==> config.mk <==
export PLATFORM = sky130hd
export DESIGN_NAME = http_get_request_line_parser
export DESIGN_NICKNAME = d
export VERILOG_FILES = /design/src/design/hglp_pkg.sv /design/src/design/http_get_request_line_parser.sv /design/src/design/hglp_in_stage.sv /design/src/design/hglp_parse.sv /design/src/design/hglp_out_stage.sv
export VERILOG_INCLUDE_DIRS = /design/src /design/src/design
export SDC_FILE = /design/constraint.sdc
export NUM_CORES = 1
export LEC_CHECK = 0
export ABC_AREA = 0
export BUFFER_PORTS_ARGS = -buffer_cell sky130_fd_sc_hd__buf_4
export CORE_ASPECT_RATIO = 1.4
export CORE_MARGIN = 2
export CORE_UTILIZATION = 59
export CTS_BUF_LIST = sky130_fd_sc_hd__clkbuf_4 sky130_fd_sc_hd__clkbuf_8 sky130_fd_sc_hd__clkbuf_16
export DETAILED_ROUTE_END_ITERATION = 10
export GPL_ROUTABILITY_DRIVEN = 0
export PLACE_DENSITY = 0.8
export SLEW_MARGIN = 20
export SYNTH_ARGS = -nofsm -noshare
export SYNTH_HDL_FRONTEND = slang
export SYNTH_SLANG_ARGS = --single-unit
==> constraint.sdc <==
create_clock -name clk_i -period 4.3 [get_ports clk_i]
set_input_delay 0.43 -clock clk_i [delete_from_list [all_inputs] [get_ports clk_i]]
set_output_delay 0.43 -clock clk_i [all_outputs]
set_load 0.05 [all_outputs]
==> src/design/http_get_request_line_parser_defines.svh <==
// ----------------------------------------------------------------------------
// http get request line parser assertion macros
// shared concurrent assertion forms, clocked on clk_i, off during reset
// ----------------------------------------------------------------------------
`ifndef HTTP_GET_REQUEST_LINE_PARSER_DEFINES_SVH
`define HTTP_GET_REQUEST_LINE_PARSER_DEFINES_SVH

// same-cycle implication
`define HGLP_ASSERT_IMP(lbl, ante, cons, msg) \
  lbl: assert property (@(posedge clk_i) disable iff (!rst_ni) (ante) |-> (cons)) \
    else $error(msg);

// next-cycle implication
`define HGLP_ASSERT_NXT(lbl, ante, cons, msg) \
  lbl: assert property (@(posedge clk_i) disable iff (!rst_ni) (ante) |=> (cons)) \
    else $error(msg);

`endif

==> src/design/hglp_pkg.sv <==
// ----------------------------------------------------------------------------
// hglp_pkg
// types, codes and match text for the http get request line parser
// ----------------------------------------------------------------------------
package hglp_pkg;

  localparam int unsigned URL_MAX   = 256;
  localparam int unsigned URL_CNT_W = $clog2(URL_MAX + 1);

  localparam logic [URL_CNT_W-1:0] URL_FULL = URL_CNT_W'(URL_MAX);
  localparam logic [URL_CNT_W-1:0] URL_LAST = URL_CNT_W'(URL_MAX - 1);

  // parser phases
  localparam logic [2:0] PH_METHOD   = 3'd0;
  localparam logic [2:0] PH_URL      = 3'd1;
  localparam logic [2:0] PH_PROTO    = 3'd2;
  localparam logic [2:0] PH_BADLINE  = 3'd3;
  localparam logic [2:0] PH_HEADERS  = 3'd4;
  localparam logic [2:0] PH_HDR_LONG = 3'd5;

  // verdict codes
  localparam logic [2:0] ST_OK     = 3'd0;
  localparam logic [2:0] ST_BAD    = 3'd1;
  localparam logic [2:0] ST_NOREQ  = 3'd2;
  localparam logic [2:0] ST_CLOSED = 3'd3;
  localparam logic [2:0] ST_LONG   = 3'd4;

  // result kinds
  localparam logic KIND_URL     = 1'b0;
  localparam logic KIND_VERDICT = 1'b1;

  // input actions
  localparam logic ACT_DATA  = 1'b0;
  localparam logic ACT_CLOSE = 1'b1;

  localparam logic [7:0] CH_CR   = 8'h0d;
  localparam logic [7:0] CH_LF   = 8'h0a;
  localparam logic [7:0] CH_SP   = 8'h20;
  localparam logic [7:0] CH_DOT  = 8'h2e;
  localparam logic [7:0] CH_ZERO = 8'h30;
  localparam logic [7:0] CH_ONE  = 8'h31;

  localparam logic [3:0] METHOD_LEN = 4'd3;
  localparam logic [3:0] PROTO_LEN  = 4'd8;
  localparam logic [3:0] MINOR_POS  = 4'd7;
  localparam logic [3:0] POS_MAX    = 4'd15;

  typedef struct packed {
    logic       action;
    logic [7:0] data_byte;
  } item_t;

  typedef struct packed {
    logic       kind;
    logic [7:0] url_byte;
    logic [2:0] status;
    logic       version;
  } res_t;

  // "GET"
  function automatic logic [7:0] method_char(input logic [1:0] pos);
    logic [7:0] c;
    case (pos)
      2'd0:    c = 8'h47;
      2'd1:    c = 8'h45;
      2'd2:    c = 8'h54;
      default: c = 8'h00;
    endcase
    return c;
  endfunction

  // "HTTP/1."
  function automatic logic [7:0] proto_char(input logic [2:0] pos);
    logic [7:0] c;
    case (pos)
      3'd0:    c = 8'h48;
      3'd1:    c = 8'h54;
      3'd2:    c = 8'h54;
      3'd3:    c = 8'h50;
      3'd4:    c = 8'h2f;
      3'd5:    c = 8'h31;
      3'd6:    c = 8'h2e;
      default: c = 8'h00;
    endcase
    return c;
  endfunction

endpackage

==> src/design/http_get_request_line_parser.sv <==
// ----------------------------------------------------------------------------
// http_get_request_line_parser
// Parses an HTTP request one byte per item. The request line must be a GET
// with protocol HTTP/1.0 or HTTP/1.1; URL bytes stream out as tentative
// results led by '.', header lines are skipped, and an empty line, a bad
// line or a close gives the verdict. One item is taken every cycle while
// the output is not held; a result passes through the input register and
// then the result register. The parser's state update for each item sets
// that rate. No pass is needed after reset.
// ----------------------------------------------------------------------------
module http_get_request_line_parser (
  input  logic       clk_i,
  input  logic       rst_ni,
  input  logic       in_valid_i,
  output logic       in_stall_o,
  input  logic       action_i,
  input  logic [7:0] data_byte_i,
  output logic       out_valid_o,
  input  logic       out_stall_i,
  output logic       kind_o,
  output logic [7:0] url_byte_o,
  output logic [2:0] status_o,
  output logic       version_o
);
  import hglp_pkg::*;

  item_t in_item;
  item_t s1_item;
  logic  s1_valid;
  logic  out_can_take;
  logic  fire;
  logic  res_valid;
  res_t  res;
  res_t  out_res;

  assign in_item.action    = action_i;
  assign in_item.data_byte = data_byte_i;

  assign fire = s1_valid && out_can_take;

  hglp_in_stage u_in_stage (
    .clk_i      (clk_i),
    .rst_ni     (rst_ni),
    .in_valid_i (in_valid_i),
    .in_stall_o (in_stall_o),
    .in_item_i  (in_item),
    .take_i     (fire),
    .valid_o    (s1_valid),
    .item_o     (s1_item)
  );

  hglp_parse u_parse (
    .clk_i       (clk_i),
    .rst_ni      (rst_ni),
    .fire_i      (fire),
    .item_i      (s1_item),
    .res_valid_o (res_valid),
    .res_o       (res)
  );

  hglp_out_stage u_out_stage (
    .clk_i       (clk_i),
    .rst_ni      (rst_ni),
    .load_i      (res_valid),
    .res_i       (res),
    .can_take_o  (out_can_take),
    .out_valid_o (out_valid_o),
    .out_stall_i (out_stall_i),
    .res_o       (out_res)
  );

  assign kind_o     = out_res.kind;
  assign url_byte_o = out_res.url_byte;
  assign status_o   = out_res.status;
  assign version_o  = out_res.version;

endmodule

==> src/design/hglp_in_stage.sv <==
// ----------------------------------------------------------------------------
// hglp_in_stage
// input register, holds one item until the parser takes it
// ----------------------------------------------------------------------------
module hglp_in_stage (
  input  logic            clk_i,
  input  logic            rst_ni,
  input  logic            in_valid_i,
  output logic            in_stall_o,
  input  hglp_pkg::item_t in_item_i,
  input  logic            take_i,
  output logic            valid_o,
  output hglp_pkg::item_t item_o
);
  import hglp_pkg::*;

  logic  valid_q, valid_d;
  logic  accept;
  item_t item_q;

  assign in_stall_o = valid_q && !take_i;
  assign accept     = in_valid_i && !in_stall_o;

  always_comb begin
    valid_d = valid_q;
    if (accept) begin
      valid_d = 1'b1;
    end else if (take_i) begin
      valid_d = 1'b0;
    end
  end

  always_ff @(posedge clk_i or negedge rst_ni) begin
    if (!rst_ni) begin
      valid_q <= 1'b0;
    end else begin
      valid_q <= valid_d;
    end
  end

  always_ff @(posedge clk_i) begin
    if (accept) begin
      item_q <= in_item_i;
    end
  end

  assign valid_o = valid_q;
  assign item_o  = item_q;

endmodule

==> src/design/hglp_parse.sv <==
// ----------------------------------------------------------------------------
// hglp_parse
// request line state and single-pass byte step
// ----------------------------------------------------------------------------
`include "http_get_request_line_parser_defines.svh"

module hglp_parse (
  input  logic            clk_i,
  input  logic            rst_ni,
  input  logic            fire_i,
  input  hglp_pkg::item_t item_i,
  output logic            res_valid_o,
  output hglp_pkg::res_t  res_o
);
  import hglp_pkg::*;

  logic [2:0]           phase_q, phase_d;
  logic [3:0]           pos_q, pos_d;
  logic                 mism_q, mism_d;
  logic [URL_CNT_W-1:0] url_cnt_q, url_cnt_d;
  logic                 ver_q, ver_d;
  logic                 line_q, line_d;
  logic                 res_valid;
  res_t                 res;
  logic [7:0]           b;
  logic                 verdict;
  logic [2:0]           vstat;
  logic                 vver;
  logic                 url_emit;
  logic [7:0]           url_val;
  logic [3:0]           pos_bump;

  assign b        = item_i.data_byte;
  assign pos_bump = (pos_q < POS_MAX) ? pos_q + 4'd1 : pos_q;

  always_comb begin
    phase_d   = phase_q;
    pos_d     = pos_q;
    mism_d    = mism_q;
    url_cnt_d = url_cnt_q;
    ver_d     = ver_q;
    line_d    = line_q;
    verdict   = 1'b0;
    vstat     = ST_OK;
    vver      = 1'b0;
    url_emit  = 1'b0;
    url_val   = b;

    if (item_i.action == ACT_CLOSE) begin
      verdict = 1'b1;
      vstat   = ST_CLOSED;
    end else if (b == CH_CR) begin
      // ignored everywhere
    end else if (b == CH_LF) begin
      case (phase_q)
        PH_METHOD: begin
          verdict = 1'b1;
          vstat   = line_q ? ST_BAD : ST_NOREQ;
        end
        PH_PROTO: begin
          if (!mism_q && pos_q == PROTO_LEN) begin
            phase_d = (url_cnt_q == URL_FULL) ? PH_HDR_LONG : PH_HEADERS;
            pos_d   = '0;
            mism_d  = 1'b0;
            line_d  = 1'b0;
          end else begin
            verdict = 1'b1;
            vstat   = ST_BAD;
          end
        end
        PH_HEADERS, PH_HDR_LONG: begin
          if (!line_q) begin
            verdict = 1'b1;
            if (phase_q == PH_HDR_LONG) begin
              vstat = ST_LONG;
            end else begin
              vstat = ST_OK;
              vver  = ver_q;
            end
          end else begin
            line_d = 1'b0;
          end
        end
        default: begin
          verdict = 1'b1;
          vstat   = ST_BAD;
        end
      endcase
    end else begin
      line_d = 1'b1;
      case (phase_q)
        PH_METHOD: begin
          if (b == CH_SP) begin
            if (mism_q || pos_q != METHOD_LEN) begin
              phase_d = PH_BADLINE;
            end else begin
              phase_d  = PH_URL;
              pos_d    = '0;
              mism_d   = 1'b0;
              url_emit = 1'b1;
              url_val  = CH_DOT;
            end
          end else begin
            if (pos_q >= METHOD_LEN || method_char(pos_q[1:0]) != b) begin
              mism_d = 1'b1;
            end
            pos_d = pos_bump;
          end
        end
        PH_URL: begin
          if (b == CH_SP) begin
            phase_d = PH_PROTO;
            pos_d   = '0;
            mism_d  = 1'b0;
          end else begin
            url_emit = 1'b1;
          end
        end
        PH_PROTO: begin
          if (pos_q < MINOR_POS) begin
            if (proto_char(pos_q[2:0]) != b) begin
              mism_d = 1'b1;
            end
          end else if (pos_q == MINOR_POS) begin
            if (b == CH_ZERO) begin
              ver_d = 1'b0;
            end else if (b == CH_ONE) begin
              ver_d = 1'b1;
            end else begin
              mism_d = 1'b1;
            end
          end else begin
            mism_d = 1'b1;
          end
          pos_d = pos_bump;
        end
        default: begin
        end
      endcase
    end

    res_valid = 1'b0;
    res       = '0;
    if (verdict) begin
      phase_d     = PH_METHOD;
      pos_d       = '0;
      mism_d      = 1'b0;
      url_cnt_d   = '0;
      ver_d       = 1'b0;
      line_d      = 1'b0;
      res_valid   = 1'b1;
      res.kind    = KIND_VERDICT;
      res.status  = vstat;
      res.version = vver;
    end else if (url_emit) begin
      if (url_cnt_q >= URL_LAST) begin
        url_cnt_d = URL_FULL;
      end else begin
        url_cnt_d    = url_cnt_q + URL_CNT_W'(1);
        res_valid    = 1'b1;
        res.kind     = KIND_URL;
        res.url_byte = url_val;
      end
    end
  end

  always_ff @(posedge clk_i or negedge rst_ni) begin
    if (!rst_ni) begin
      phase_q   <= PH_METHOD;
      pos_q     <= '0;
      mism_q    <= 1'b0;
      url_cnt_q <= '0;
      ver_q     <= 1'b0;
      line_q    <= 1'b0;
    end else if (fire_i) begin
      phase_q   <= phase_d;
      pos_q     <= pos_d;
      mism_q    <= mism_d;
      url_cnt_q <= url_cnt_d;
      ver_q     <= ver_d;
      line_q    <= line_d;
    end
  end

  assign res_valid_o = fire_i && res_valid;
  assign res_o       = res;

  `HGLP_ASSERT_IMP(a_url_cnt_bound, 1'b1, url_cnt_q <= URL_FULL, "url count past limit")
  `HGLP_ASSERT_IMP(a_url_from_line, res_valid_o && res.kind == KIND_URL,
    phase_q == PH_METHOD || phase_q == PH_URL, "url byte outside request line")
  `HGLP_ASSERT_NXT(a_verdict_clears, res_valid_o && res.kind == KIND_VERDICT,
    phase_q == PH_METHOD && url_cnt_q == '0 && !line_q, "state not cleared after verdict")
  `HGLP_ASSERT_IMP(a_url_below_max, res_valid_o && res.kind == KIND_URL,
    url_cnt_q < URL_LAST, "url byte emitted at full store")

endmodule

==> src/design/hglp_out_stage.sv <==
// ----------------------------------------------------------------------------
// hglp_out_stage
// result register toward the downstream side
// ----------------------------------------------------------------------------
module hglp_out_stage (
  input  logic           clk_i,
  input  logic           rst_ni,
  input  logic           load_i,
  input  hglp_pkg::res_t res_i,
  output logic           can_take_o,
  output logic           out_valid_o,
  input  logic           out_stall_i,
  output hglp_pkg::res_t res_o
);
  import hglp_pkg::*;

  logic valid_q, valid_d;
  res_t res_q;

  assign can_take_o = !valid_q || !out_stall_i;

  always_comb begin
    valid_d = valid_q && out_stall_i;
    if (load_i) begin
      valid_d = 1'b1;
    end
  end

  always_ff @(posedge clk_i or negedge rst_ni) begin
    if (!rst_ni) begin
      valid_q <= 1'b0;
    end else begin
      valid_q <= valid_d;
    end
  end

  always_ff @(posedge clk_i) begin
    if (load_i) begin
      res_q <= res_i;
    end
  end

  assign out_valid_o = valid_q;
  assign res_o       = res_q;

endmodule
# After elaboration in Yosys (flattened, before gate mapping)
# Index checks and enable logic that the tools add are counted.
[totals]
register_bits = 43
in_bits = 13
output_inout_bits = 15
[classes]
n_addsub = 2
magnitude_cmp = 4
eq_ne = 38
muxes = 102
n_bitwise = 4
n_reduce_logical = 35
[op_table]
columns = ["op", "n"]
rows = [
  ["$mux 8", 17],
  ["$mux 1", 47],
  ["$pmux 7 s6", 1],
  ["$mux 4", 10],
  ["$mux 9", 4],
  ["$mux 3", 10],
  ["$eq 8x6->1 const B", 3],
  ["$reduce_and 8->1", 3],
  ["$pmux 7 s3", 1],
  ["$eq 8x4->1 const B", 2],
  ["$ne 8x8->1", 2],
  ["$eq 3x3->1 const B", 5],
  ["$ne 6x3->1 const B", 2],
  ["$pmux 4 s3", 1],
  ["$reduce_and 12->1", 1],
  ["$mux 2", 5],
  ["$ne 5x3->1 const B", 2],
  ["$add 9x1->9 const B", 1],
  ["$eq 3x2->1 const B", 3],
  ["$eq 9x9->1 const B", 1],
  ["$ge 9x8->1 const B", 1],
  ["$pmux 3 s3", 1],
  ["$ne 2x1->1 const B", 4],
  ["$ne 4x1->1 const B", 2],
  ["31 further kinds", 56],
]

# Longest topological paths before layout
# Gate-level depths: netlist of run 1.
[logic_depth]
word_depth = 16
depth_mapped = 11
depth_no_buf = 11

# Hierarchy
# Synthesis of run 1 repeated with hierarchy kept, for this count alone.
[hier_totals]
hier_cells = 265
area_unflattened_um2 = 2678.8
[modules_own_cells]
columns = ["mod", "n_inst", "cells_each", "area_per_inst_um2", "seq_area_each_um2"]
rows = [
  ["hglp_parse", 1, 234, 1918.1, 475.5],
  ["hglp_out_stage", 1, 16, 426.7, 415.4],
  ["hglp_in_stage", 1, 14, 327.8, 295.3],
  ["http_get_request_line_parser", 1, 1, 6.3, 0.0],
]

# Worst setup path after synthesis of run 1
# OpenSTA, ideal clock, no wires.
[synth_timing]
path_kind = "reg-to-reg"
start = "register u_parse.pos_q[0]"
end = "register u_out_stage.res_q (netlist bit u_out_stage.res_o[0]) (enable)"
setup_time_ns = 0.382
arrival_time_ns = 2.612
required_time_ns = 3.918
setup_slack_ns = 1.306
stages_incl_launch_ff = 11
path_buffers = 1
synth_period_minus_slack_ns = 2.994
path_cell_list = "dfrtp_1 -> clkbuf_1 -> inv_1 -> ha_1 -> and4bb_2 -> a211oi_1 -> and2_4 -> nor2_2 -> clkinv_2 -> nor2_1 -> nor2_1"
[synth_via]
elab_chain_cells = 11
word_cells_on_any_way = 18
classes_between = "eq/ne (2); mux (13); reduce/logical (3)"
[synth_rtl]
columns = ["element", "line", "text"]
rows = [
  ["from (decl)", "hglp_parse.sv:18", "logic [3:0] pos_q, pos_d;"],
  ["from (signal assigned)", "hglp_parse.sv:177", "pos_q <= pos_d;"],
  ["$ne 4x2->1", "hglp_parse.sv:94", "if (mism_q || pos_q != METHOD_LEN) begin"],
  ["$logic_or 1x1->1", "hglp_parse.sv:94", ""],
  ["$mux 1", "hglp_parse.sv:94", ""],
  ["$mux 1", "hglp_parse.sv:93", "if (b == CH_SP) begin"],
  ["$pmux 1 s2", "hglp_parse.sv:91", "case (phase_q)"],
  ["$mux 1", "hglp_parse.sv:54", "end else if (b == CH_LF) begin"],
  ["$mux 1", "hglp_parse.sv:52", "end else if (b == CH_CR) begin"],
  ["$mux 1", "hglp_parse.sv:49", "if (item_i.action == ACT_CLOSE) begin"],
  ["$mux 1", "hglp_parse.sv:155", "end else if (url_emit) begin"],
  ["$mux 1 (*)", "hglp_parse.sv:144", "if (verdict) begin"],
  ["$logic_and 1x1->1 (*)", "hglp_parse.sv:185", "assign res_valid_o = fire_i && res_valid;"],
  ["named net res_valid", "http_get_request_line_parser.sv:32", "logic res_valid;"],
  ["to (signal assigned)", "hglp_out_stage.sv:39", "res_q <= res_i;"],
  ["to (decl)", "hglp_out_stage.sv:18", "res_t res_q;"],
]
# Mark *: on every way through the listed nets, which the timed path passes. The rest lies on a longest branch.
# A chain may end at the register's enable or synchronous reset.

# Worst setup path after layout of run 1
[layout_timing]
start = "register u_parse.pos_q[0]"
end = "register u_out_stage.res_q (netlist bit u_out_stage.res_o[2]) (enable)"
# The elaborated chain is that of the path after synthesis.

==> results of run 1 <==
-- cells by family (layout without fill, tap and decap cells) --
kind of cell,Yosys count,count (layout),synth area share
mux,3,3,0.0112
compound gates,82,82,0.227
flops,43,43,0.423
xor+xnor,6,6,0.0187
simple gates,107,107,0.228
fa+ha+maj,10,10,0.0446
buf+inv,27,52,0.0477
-- metrics by stage --
step,hold slack (ns),util
after floorplan,0.134,-
after global placement,0.337,0.660
after detailed placement,0.337,0.660
after CTS,0.0180,0.680
after global routing,0.0370,0.680
final,0.0107,0.680
-- layout by cell type (no fill, tap or decap), types with 3 or more instances in the layout --
| master | Yosys | routed |
|---|---|---|
| sky130_fd_sc_hd__nand4_1 | 3 | 3 |
| sky130_fd_sc_hd__nor2_1 | 15 | 15 |
| sky130_fd_sc_hd__nand3b_1 | 3 | 3 |
| sky130_fd_sc_hd__a22o_1 | 3 | 3 |
| sky130_fd_sc_hd__nand2_1 | 19 | 19 |
| sky130_fd_sc_hd__a41oi_1 | 3 | 3 |
| sky130_fd_sc_hd__or2_2 | 3 | 3 |
| sky130_fd_sc_hd__and2_1 | 7 | 7 |
| sky130_fd_sc_hd__dfrtp_1 | 21 | 21 |
| sky130_fd_sc_hd__a211oi_1 | 3 | 3 |
| sky130_fd_sc_hd__clkbuf_8 | 0 | 5 |
| sky130_fd_sc_hd__a21oi_1 | 12 | 12 |
| sky130_fd_sc_hd__nor3_1 | 12 | 12 |
| sky130_fd_sc_hd__o21ai_1 | 6 | 6 |
| sky130_fd_sc_hd__and3_1 | 5 | 5 |
| sky130_fd_sc_hd__nand2b_1 | 6 | 6 |
| sky130_fd_sc_hd__inv_1 | 15 | 15 |
| sky130_fd_sc_hd__nor3b_1 | 4 | 4 |
| sky130_fd_sc_hd__edfxtp_1 | 22 | 22 |
| sky130_fd_sc_hd__o21ai_0 | 6 | 6 |
| sky130_fd_sc_hd__ha_1 | 10 | 10 |
| sky130_fd_sc_hd__o211ai_1 | 3 | 3 |
| sky130_fd_sc_hd__o41ai_1 | 3 | 3 |
| sky130_fd_sc_hd__o21a_1 | 4 | 4 |
| sky130_fd_sc_hd__nand3_1 | 7 | 7 |
| sky130_fd_sc_hd__nor4_1 | 4 | 4 |
| sky130_fd_sc_hd__nor3_4 | 3 | 3 |
| sky130_fd_sc_hd__a211o_1 | 3 | 3 |
| sky130_fd_sc_hd__xnor2_1 | 5 | 5 |
| sky130_fd_sc_hd__buf_4 | 0 | 28 |
| sky130_fd_sc_hd__o22ai_1 | 4 | 4 |
| sky130_fd_sc_hd__a31oi_1 | 4 | 4 |
| sky130_fd_sc_hd__o21ai_2 | 3 | 3 |
-- final cells by class --
| cell class | instances | area, um^2 |
|---|---|---|
| Fill cell | 384 | 1460 |
| Sequential cell | 43 | 1190 |
| Inverter | 16 | 61.3 |
| Timing Repair Buffer | 28 | 210 |
| Multi-Input combinational cell | 208 | 1480 |
| Tap cell | 62 | 77.6 |
| Clock inverter | 2 | 12.5 |
| Clock buffer | 6 | 76.3 |
-- where the power goes --
group | switching, mW | internal (mW) | total (mW)
clock network | 0.132 | 0.120 | 0.252
logic | 0.210 | 0.146 | 0.356
registers | 0.0741 | 0.478 | 0.552
total | 0.416 | 0.744 | 1.16
-- worst min path at each step --
stage                     cells after the start  slack (ns)                    to
final                                         1        0.01  u_parse.url_cnt_q[8]
after detailed placement                      1        0.34  u_parse.url_cnt_q[8]
after global placement                        1        0.34         u_parse.ver_q
after global routing                          1        0.04      u_parse.pos_q[2]
after floorplan                               0        0.13    u_in_stage.valid_o
after CTS                                     1        0.02  u_parse.url_cnt_q[8]
-- metal layers --
metal	up-vias	track usage	wire length (um)
met5	-	0	0
met4	0	0.188	386
met3	35	0.0538	376
met2	113	0.434	3290
met1	1114	0.276	2380
li1	1110	-	-
-- registers in the layout, summed over array words and instances (netlist names) --
name	count
u_out_stage.out_valid_o	1
u_parse.url_cnt_q	9
u_parse.pos_q	4
u_parse.mism_q	1
u_parse.phase_q	3
u_out_stage.res_o	13
u_parse.line_q	1
u_in_stage.item_o	9
u_parse.ver_q	1
u_in_stage.valid_o	1
-- critical path: cells and delay by family (launching register included) --
family                     cells  cell delay [ns]
AOI/OAI and AO/OA              2             0.56
and+or+nand+nor                4             0.89
buffers and inverters          1             0.21
DFF                            1             0.55
adders and majority gates      1             0.37
==> results.md, run 1 <==
- The flow ran to the end, and the final reports show no timing, DRC or antenna violations.
- For this run, the number of Yosys warnings is 0.
- The die extent in x is 62.3 um.
- The effective utilization at floorplan is 0.613.
- The instance count after placement with tap cells included is 357.
- The critical path endpoint is u_out_stage.res_o[2].
- The mean post-synth cell area is 10.1 um^2.
- Summed over all failing endpoints, the final setup total negative slack is 0 ns.
- Of the post-synthesis cell area, the dominant cell type holds 0.236.
- The quantity of I/O buffers inserted on ports is 27.
- The final antenna-violating net count is 0.
- The start of the worst register-to-register path is u_parse.pos_q[0].
- In the final layout, the share of cells above drive strength 1 is 0.205.
- The repair_antennas step left the layout with diodes totalling 0.
- In this run the worst setup path begins at u_parse.pos_q[0].
- The synthesized instance count is 278.
- For this block, the routed nets add up to 6.43 mm of wire.
- The design draws 1.16 mW.
- For the worst-skew pair, the clock arrives at the later sink with an insertion delay of 0.30 ns.
- In this run the post-CTS setup repair buffer count came out at 0.
- Entering global routing, the biggest net connects 22 pins.
- After detailed routing, the number of remaining DRC violations is 0.
- After detailed routing, the average wire length per cell comes to 17.6 um.
- The TritonCTS clock tree is done.
- The total of flip-flops plus latches after synthesis is 43.
- The minimum clock period after layout is 2.89 ns.
- By startpoint and endpoint, the worst setup path is classified as register to register.
- The depth of the worst register-to-register path is 8.
- The number of clock buffers added by TritonCTS is 5.
- The capture instance of the worst register-to-register path is u_out_stage.res_o[2].
- The final hold violation count was 0.
- Counting stages on the worst path, the most repeated cell is sky130_fd_sc_hd__nor2_1.
- Excluding fillers, the count of instances in the completed layout stands at 365.
- The number of hold buffers added after CTS is 0.
- The total leakage power is 1.24 nW.
- The via count of the first global-routing pass came to 2341.
- The total overflow left after global routing is 0.
- The overall routing resource usage is 0.253.
- Across all register-to-register paths, the minimum setup slack is 1.41 ns.
- The clock root buffer master is sky130_fd_sc_hd__clkbuf_8.
- The worst-case clock skew is 0.00934 ns.
- The arrival time at the worst endpoint is 2.89 ns.
- The floorplan core area is 0.00457 mm^2.
- The detailed-routing iteration count for the pre-antenna-repair pass is 7.
- The total of endpoints with negative setup slack in the final report is 0.
- The count of flip-flops with a built-in enable after synthesis is 22.
- In the finished design, the share of the clock period the worst path needs comes to 0.672.
- The die outline area is 0.00533 mm^2.
- Row generation in the floorplan step produced 29 rows.
- The number of DRC markers after the initial detailed-route iteration is 164.
- During I/O placement, the number of pins put on the boundary was 28.
- Walking the worst path, the cells encountered are ha_1, nor4b_1, nor2b_1, a22oi_2, a211oi_4, nor2_1, nor2_1, buf_4.
- The largest single stage delay on the critical path is 0.55 ns.
- The worst-path maximum fanout is 13.
- Setup repair after global routing left no endpoint under its margin.
- Yosys attributes the largest share of cell area to sky130_fd_sc_hd__edfxtp_1 (24%), sky130_fd_sc_hd__dfrtp_1 (19%), sky130_fd_sc_hd__ha_1 (4.5%).
- The number of vias per cell is 6.50.
- In this run, post-CTS repair resized a total of 0 instances.
- The wire length of the first global-routing pass is 10.6 mm.
- The number of clock sinks is 43.
- The deepest level of the CTS H-tree is 2.
- The largest total area in the synthesized netlist belongs to sky130_fd_sc_hd__edfxtp_1.
- The initial antenna violation count came to 0.
- The commonest cells after synthesis are sky130_fd_sc_hd__edfxtp_1 (22), sky130_fd_sc_hd__dfrtp_1 (21), sky130_fd_sc_hd__nand2_1 (19), sky130_fd_sc_hd__inv_1 (15), sky130_fd_sc_hd__nor2_1 (15).
- The number of distinct library cells after synthesis is 73.
- The vertical die dimension is 85.6 um.
- Before CTS, the worst setup slack after placement is 1.46 ns.
- The critical path data required time is 4.30 ns.
- The type of element capturing the critical path is a register.
- The count of nets after finishing is 325.
- The slack of the critical path is 1.41 ns.
- The most frequent cell after synthesis is sky130_fd_sc_hd__edfxtp_1.
- The share of the Yosys chip area taken by registers is 0.423.
- The finished cells cover 0.00311 mm^2.
- The maximum number of buffers from clock root to sink is 2.
- Across the VDD grid, the largest voltage drop is 0.329 mV.
- For this design the ratio of total power to cell area is 373 mW/mm^2.
- The final max-slew violation count is 0.
- The area growth from synthesis to final layout is 10.8%.
- For this run, asynchronously set or reset flops after synthesis account for 0.488.
- The post-synthesis net count is 301.
- Headroom to the max-slew limit came out at 0.326.
- After clock tree synthesis, the clock-pin slew on the worst setup and hold paths is 0.08 ns.
- Derived from the worst setup path, the maximum achievable clock frequency is 346 MHz.
- The worst setup path is launched from a register.
- The mapped netlist covers 0.00280 mm^2.
- The number of max-cap violations is 0.
- The worst-margin pin slew is 0.998 ns.
- The flip-flop cell with the highest count after synthesis is sky130_fd_sc_hd__edfxtp_1.
- The path class of the tightest hold or removal check is input port to asynchronous set/reset pin.
- Summing all placed instances gives a cell area of 0.00302 mm^2.
- Summing over every cut layer, the via total after detailed routing is 2372.
- The cell type of the slowest stage on the worst timing path is sky130_fd_sc_hd__dfrtp_1.
- The half-perimeter wire length of the detailed placement result is 4.85 mm.
No activity file was read; power rests on OpenSTA's default activity.
==> inputs of run 2 (changes only) <==
==> constraint.sdc (replaced) <==
create_clock -name clk_i -period 2.9 [get_ports clk_i]
set_input_delay 0.29 -clock clk_i [delete_from_list [all_inputs] [get_ports clk_i]]
set_output_delay 0.29 -clock clk_i [all_outputs]
set_load 0.05 [all_outputs]
==> run 2 against run 1 <==
Compared with the run above:
- first-iteration DRC count increased by 55%
- via count increased by 1.4%
- clock skew decreased by 0.0065 ns
- clock-buffer cell count did not move
- wire length rose by 3.9%
- maximum frequency increased by 8.9%
- die area stayed put
- highest routed layer unchanged
- largest power group unchanged
- sequential power is 41% higher
- register-to-register slack got worse by 1.2 ns
- worst hold slack improved by 0.15 ns
- sequential share of layout area decreased by 1.7 points
==> results.md, run 2 (same netlist as run 1, synthesis figures left out) <==
- The run finished with clean final reports.
- The tightest min-delay check is of the input port to register type.
- The arrival time at the worst endpoint is 2.71 ns (-0.18 ns).
- The effective utilization at floorplan came to 0.613 (unchanged).
- The worst setup path is captured at a register.
- The die outline area came to 0.00533 mm^2 (unchanged).
- The TritonCTS clock tree is done.
- The total of endpoints with negative setup slack in the final report was 0 (unchanged).
- Setup repair after global routing left no endpoint under its margin.
- The fraction of layout cells with a size suffix above 1 was 0.243 (+0.0383).
- The count of nets after finishing came to 339 (+4.3%).
- The maximum number of buffers from clock root to sink is 2 (unchanged).
- In this run the clock root is driven by a sky130_fd_sc_hd__clkbuf_8.
- The half-perimeter wire length of the detailed placement result is 5.05 mm (+4.2%).
- The placed standard-cell area is 0.00312 mm^2 (+3.3%).
- Leaving out fill and tap cells, the most frequent cell in the layout is sky130_fd_sc_hd__buf_4.
- The worst-case clock skew is 0.00283 ns (-0.00650 ns).
- The final core utilization is 0.711 (+0.0312).
- The total leakage power is 1.33 nW (+6.9%).
- The number of max-cap violations is 0 (unchanged).
- The minimum clock period after layout is 2.65 ns (-0.237 ns).
- The average routed wire per standard cell is 17.6 um (about the same).
- The cell internal power dissipation is 1.22 mW (+64%).
- Leaving out fill and tap cells, the most frequent cells in the layout are sky130_fd_sc_hd__buf_4 (41), sky130_fd_sc_hd__edfxtp_1 (22), sky130_fd_sc_hd__dfrtp_1 (21), sky130_fd_sc_hd__nand2_1 (19), sky130_fd_sc_hd__inv_1 (15).
- The number of top-level design ports came to 28 (unchanged).
- The final worst-path cycle share came to 0.915 (+0.243).
- The number of clock sinks is 43 (unchanged).
- The worst-path maximum fanout is 13 (unchanged).
- The critical path is of the register to register type.
- The filler-free cell count of the finished design came to 379 (+3.8%).
- The worst-margin pin slew is 0.696 ns (-0.301 ns).
- The deepest level of the CTS H-tree came to 2 (unchanged).
- The combinational share of power is 0.329 (+0.022).
- The final wirelength is 6.68 mm (+3.9%).
- The final antenna-violating net count is 0 (unchanged).
- The final antenna diode count is 0 (unchanged).
- The initial antenna violation count is 0 (unchanged).
- The finished layout cell area was 0.00325 mm^2 (+4.6%).
- The critical path data required time is 2.96 ns (-1.34 ns).
- The share of total power consumed by net switching was 0.345 (-0.0137).
- The ratio of total power to cell area was 572 mW/mm^2 (+53%).
- The proportion of power drawn by flip-flops and latches is 0.418 (-0.058).
- The vias after detailed routing came to 2405 (+1.4%).
- The overall routing resource usage was 0.267 (+0.0145).
- The total power was 1.86 mW (+60%).
- The maximum clock frequency is 377 MHz (+8.9%).
- The final max-slew violation count is 0 (unchanged).
- The clock transition time at the flip-flop clock pins of the worst setup and hold paths is 0.08 ns (about the same).
- The post-route DRC violation count is 0 (unchanged).
- The die extent in x was 62.3 um (unchanged).
- The quantity of I/O buffers inserted on ports is 27 (unchanged).
- The startpoint kind of the worst setup timing path is a register.
- The area growth from synthesis to final layout is 15.9%.
- The number of buffers created by CTS was 5 (unchanged).
- The total overflow reported by the global router was 0 (unchanged).
- The worst IR drop on VDD was 0.391 mV (+19%).
- The pin count of the biggest net entering global routing is 22 (unchanged).
- The number of buffers added for setup after CTS was 0 (unchanged).
- The wire length of the first global-routing pass is 11.2 mm (+5.2%).
- The headroom to the max-slew limit is 0.531 (+0.204).
- The number of flip-flops in the largest register was 13 (unchanged).
- The share of total power in the clock network is 0.253 (+0.036).
- The power dissipated by switching net loads came to 642 uW (+54%).
- The vertical die dimension is 85.6 um (unchanged).
- The via count of the first global-routing pass is 2398 (+2.4%).
- The number of DRC markers after the initial detailed-route iteration is 254 (+55%).
- The floorplan core area is 0.00457 mm^2 (unchanged).
- The total negative slack is 0 ns (unchanged).
- The final hold violation count is 0 (unchanged).
- The number of rows in the core area was 29 (unchanged).
- The number of vias per cell is 6.35 (-2.4%).
- The instance count after placement with tap cells included is 370 (+3.6%).
- The detailed-routing iteration count for the pre-antenna-repair pass came to 5 (-2).
- The clock latency at the later pin of the worst-skew pair is 0.30 ns (about the same).
==> run 2: layer usage <==
metal  track usage  vias up  wire (um)
met1         0.312     1157       2630
met4         0.139        0        205
met5             0        -          0
met3        0.0381       14        352
met2         0.478      102       3490
li1              -     1132          -
==> run 2: cell type report <==
type / instances / area, um^2
Sequential cell: 43 / 1190
Multi-Input combinational cell: 208 / 1490
Clock buffer: 6 / 76.3
Timing Repair Buffer: 42 / 318
Inverter: 16 / 61.3
Clock inverter: 2 / 37.5
Fill cell: 372 / 1320
Tap cell: 62 / 77.6
==> run 2: through the flow <==
stage | setup WS [ns] | hold slack [ns]
floorplan | 0.115 | -0.00559
global placement | 0.401 | 0.192
detailed placement | 0.274 | 0.195
CTS | 0.261 | 0.157
global route | 0.0319 | 0.153
finish | 0.246 | 0.160
==> run 2: path summary, 6_finish.rpt <==
check | cells past startpoint | from | slack [ns] | endpoint
setup / recovery | 10 | u_parse.pos_q[0] | 0.25 | u_out_stage.res_o[2]
hold / removal | 1 | data_byte_i[5] | 0.16 | u_in_stage.item_o[5]
setup reg to reg | 10 | u_parse.pos_q[0] | 0.25 | u_out_stage.res_o[2]
hold reg to reg | 2 | u_parse.ver_q | 0.52 | u_parse.ver_q
max in group asynchronous | 2 | rst_ni | 2.27 | u_parse.url_cnt_q[4]
min in group asynchronous | 2 | rst_ni | 0.40 | u_parse.pos_q[3]
==> run 2: power by group through the flow <==
stage	combinational, mW	sequential [mW]	clock (mW)
floorplan	0.398	0.827	0
global placement	0.590	0.785	0
finish	0.611	0.778	0.471
global route	0.672	0.785	0.498
CTS	0.606	0.775	0.479
detailed placement	0.602	0.788	0
==> run 2: critical path, stage by stage (launching register included) <==
cell and delay [ns]:
sky130_fd_sc_hd__dfrtp_1 0.50, sky130_fd_sc_hd__inv_1 0.18, sky130_fd_sc_hd__ha_1 0.26, sky130_fd_sc_hd__and4bb_2 0.30, sky130_fd_sc_hd__a211oi_1 0.10, sky130_fd_sc_hd__and2_4 0.21, sky130_fd_sc_hd__nor2_2 0.28, sky130_fd_sc_hd__clkinv_2 0.18
sky130_fd_sc_hd__nor2_1 0.15, sky130_fd_sc_hd__nor2_2 0.04, sky130_fd_sc_hd__buf_4 0.18
==> run 2: repair_timing <==
action | in CTS | in global routing
endpoints found under the hold margin | 21 | 0
gates resized for setup | 0 | 0
hold buffers | 1 | 0
setup endpoints to repair | 0 | 0
==> inputs of run 3 (changes only) <==
--- a/config.mk
+++ b/config.mk
@@ -14,7 +14,9 @@
 export CTS_BUF_LIST = sky130_fd_sc_hd__clkbuf_4 sky130_fd_sc_hd__clkbuf_8 sky130_fd_sc_hd__clkbuf_16
 export DETAILED_ROUTE_END_ITERATION = 10
 export GPL_ROUTABILITY_DRIVEN = 0
-export PLACE_DENSITY = 0.8
+export GPL_TIMING_DRIVEN = 0
+export PLACE_DENSITY_LB_ADDON = 0.05
+export REMOVE_ABC_BUFFERS = 1
 export SLEW_MARGIN = 20
 export SYNTH_ARGS = -nofsm -noshare
 export SYNTH_HDL_FRONTEND = slang
==> run 3 against run 2 <==
Compared with the run above:
- maximum frequency shrank 2.7%
- non-clock buffer count is 13 lower
- clock skew increased by 0.0037 ns
- critical endpoint is now u_out_stage.res_o[9]
- sequential power rose by 5.1%
- global-route usage fell by 2.4 points
- via count decreased by 5.7%
==> results.md, run 3 (same netlist as run 1, synthesis figures left out) <==
- The run finished with clean final reports.
- The deepest level of the CTS H-tree is 2 (unchanged).
- The leading cell type in the layout, fill and taps excluded is sky130_fd_sc_hd__buf_4.
- The fraction of layout cells with a size suffix above 1 is 0.217 (-0.0258).
- The detailed-routing iteration count for the pre-antenna-repair pass came to 4 (-1).
- The number of top-level design ports is 28 (unchanged).
- The depth of the worst register-to-register path was 7 (-3).
- The critical path in this run is classified as register to register.
- The critical path data required time is 2.86 ns (-0.10 ns).
- The number of rows in the core area is 29 (unchanged).
- The post-route DRC violation count is 0 (unchanged).
- The number of buffers created by CTS is 5 (unchanged).
- The overall routing resource usage is 0.243 (-0.0241).
- The pin count of the biggest net entering global routing is 22 (unchanged).
- The final wirelength came to 6.06 mm (-9.2%).
- The effective utilization at floorplan is 0.613 (unchanged).
- The half-perimeter wire length of the detailed placement result was 4.51 mm (-11%).
- The vertical die dimension was 85.6 um (unchanged).
- The number of vias per cell is 6.19 (-2.4%).
- The number of flip-flops in the largest register is 13 (unchanged).
- In this run the worst setup path terminates at u_out_stage.res_o[9].
- The start of the worst register-to-register path is u_parse.pos_q[1].
- The vias after detailed routing is 2267 (-5.7%).
- The count of nets after finishing was 326 (-3.8%).
- The worst-case clock skew is 0.00650 ns (+0.00367 ns).
- The worst setup slack after placement was -0.763 ns (-1.04 ns).
- The total negative slack is 0 ns (unchanged).
- The number of DRC markers after the initial detailed-route iteration came to 127 (-50%).
- The total of endpoints with negative setup slack in the final report is 0 (unchanged).
- The type of element capturing the critical path is a register.
- The arrival time at the worst endpoint is 2.69 ns (-0.02 ns).
- The via count of the first global-routing pass is 2121 (-12%).
- The final antenna diode count was 0 (unchanged).
- The finished layout cell area is 0.00314 mm^2 (-3.4%).
- The initial antenna violation count is 0 (unchanged).
- The final antenna-violating net count is 0 (unchanged).
- The clock transition time at the flip-flop clock pins of the worst setup and hold paths came to 0.08 ns (about the same).
- The worst-margin pin slew is 0.994 ns (+0.298 ns).
- The headroom to the max-slew limit is 0.329 (-0.202).
- The category of cells accounting for the largest share of critical-path delay is simple AND/OR/NAND/NOR gates.
- The slack of the critical path is 0.173 ns (-0.0731 ns).
- The min-delay analysis places its worst path in the category input port to register.
- The largest individual stage delay along the critical path comes from the cell sky130_fd_sc_hd__dfrtp_1.
- The maximum clock frequency is 367 MHz (-2.7%).
- The die extent in x is 62.3 um (unchanged).
- Setup repair after global routing left no endpoint under its margin.
- The quantity of I/O buffers inserted on ports is 27 (unchanged).
- The total leakage power was 1.25 nW (-5.7%).
- The slack of the worst reg-to-reg path came to 0.17 ns (-0.07 ns).
- The final max-slew violation count is 0 (unchanged).
- The area growth from synthesis to final layout is 12.0%.
- The final worst-path cycle share came to 0.940 (+0.0252).
- The root buffer cell chosen for the clock tree is sky130_fd_sc_hd__clkbuf_8.
- The total power is 1.73 mW (-6.9%).
- The total stage count of the critical path is 7 (-3).
- The worst IR drop on VDD is 0.389 mV (-0.55%).
- The critical path goes through ha_1, nor4b_2, nor2b_1, a22oi_2, a211oi_4, nor2_1, nor2_4.
- The ratio of total power to cell area came to 551 mW/mm^2 (-3.6%).
- The startpoint kind of the worst setup timing path is a register.
- The total overflow reported by the global router is 0 (unchanged).
- The die outline area was 0.00533 mm^2 (unchanged).
- The maximum number of buffers from clock root to sink is 2 (unchanged).
- The clock latency at the later pin of the worst-skew pair is 0.30 ns (about the same).
- The buffering stage count on the worst path with inverters included came to 0 (-3).
- TritonCTS built the clock tree.
- The final hold violation count is 0 (unchanged).
- The worst-path maximum fanout is 13 (unchanged).
- The worst setup path startpoint is u_parse.pos_q[1].
- The delay of the slowest cell on the worst path is 0.53 ns (+0.03 ns).
- The average routed wire per standard cell is 16.6 um (-6.0%).
- The placed standard-cell area is 0.00301 mm^2 (-3.4%).
- The wire length of the first global-routing pass came to 10.2 mm (-8.5%).
- The minimum clock period after layout is 2.73 ns (+0.0731 ns).
- The number of max-cap violations is 0 (unchanged).
- The top cell types in the final layout, fill and taps aside, are sky130_fd_sc_hd__buf_4 (28), sky130_fd_sc_hd__edfxtp_1 (22), sky130_fd_sc_hd__dfrtp_1 (20), sky130_fd_sc_hd__nand2_1 (19), sky130_fd_sc_hd__inv_1 (15).
- The floorplan core area is 0.00457 mm^2 (unchanged).
- The startpoint identified for the worst hold timing path is data_byte_i[2].
- In this run the critical register-to-register path is captured at u_out_stage.res_o[9].
- The number of clock sinks is 43 (unchanged).
run 3: repair_timing:
item                                    CTS  global route
buffers inserted                          1             0
gates resized for setup                   4             1
endpoints found under the hold margin    21             0
hold buffers                              1             0
pin swaps                                 1             0
endpoints found under the setup margin   13            13
run 3: worst min-delay path by stage:
stage | endpoint | slack [ns] | depth (start not counted)
2_1_floorplan | u_in_stage.valid_o | -0.006 | 0
3_3_place_gp | u_in_stage.valid_o | 0.19 | 1
3_5_place_dp | u_in_stage.valid_o | 0.19 | 1
4_1_cts | u_in_stage.item_o[5] | 0.16 | 1
5_1_grt | u_in_stage.item_o[6] | 0.15 | 1
6_report | u_in_stage.item_o[2] | 0.17 | 1
run 3: worst register-to-register path, stage by stage (launching register included):
cell                       delay, ns
sky130_fd_sc_hd__dfrtp_1        0.53
sky130_fd_sc_hd__ha_1           0.40
sky130_fd_sc_hd__nor4b_2        0.40
sky130_fd_sc_hd__nor2b_1        0.28
sky130_fd_sc_hd__a22oi_2        0.11
sky130_fd_sc_hd__a211oi_4       0.26
sky130_fd_sc_hd__nor2_1         0.10
sky130_fd_sc_hd__nor2_4         0.32
run 3: where the power goes:
part,switching [mW],internal [mW],total (mW)
sequential,0.109,0.710,0.818
clock,0.206,0.179,0.385
combinational,0.308,0.220,0.528
run 3: through the flow:
stage	hold WS (ns)	instances	utilization
5_1_grt	0.154	366	0.687
3_5_place_dp	0.192	356	0.659
2_1_floorplan	-0.00559	267	-
3_3_place_gp	0.192	356	0.659
4_1_cts	0.157	366	0.686
6_report	0.166	366	0.687
run 3: metal layers:
layer / track usage / up-vias / routed length, um
li1: - / 1116 / -
met1: 0.285 / 1069 / 2450
met2: 0.441 / 64 / 3210
met3: 0.0302 / 18 / 220
met4: 0.119 / 0 / 185
met5: 0 / - / 0
run 3: area by class of cell:
type | count | area (um^2)
fill | 383 | 1430
multi-input combinational | 208 | 1500
inverter | 16 | 61.3
sequential | 43 | 1190
timing repair buffer | 29 | 220
clock buffer | 6 | 76.3
clock inverter | 2 | 13.8
tap | 62 | 77.6
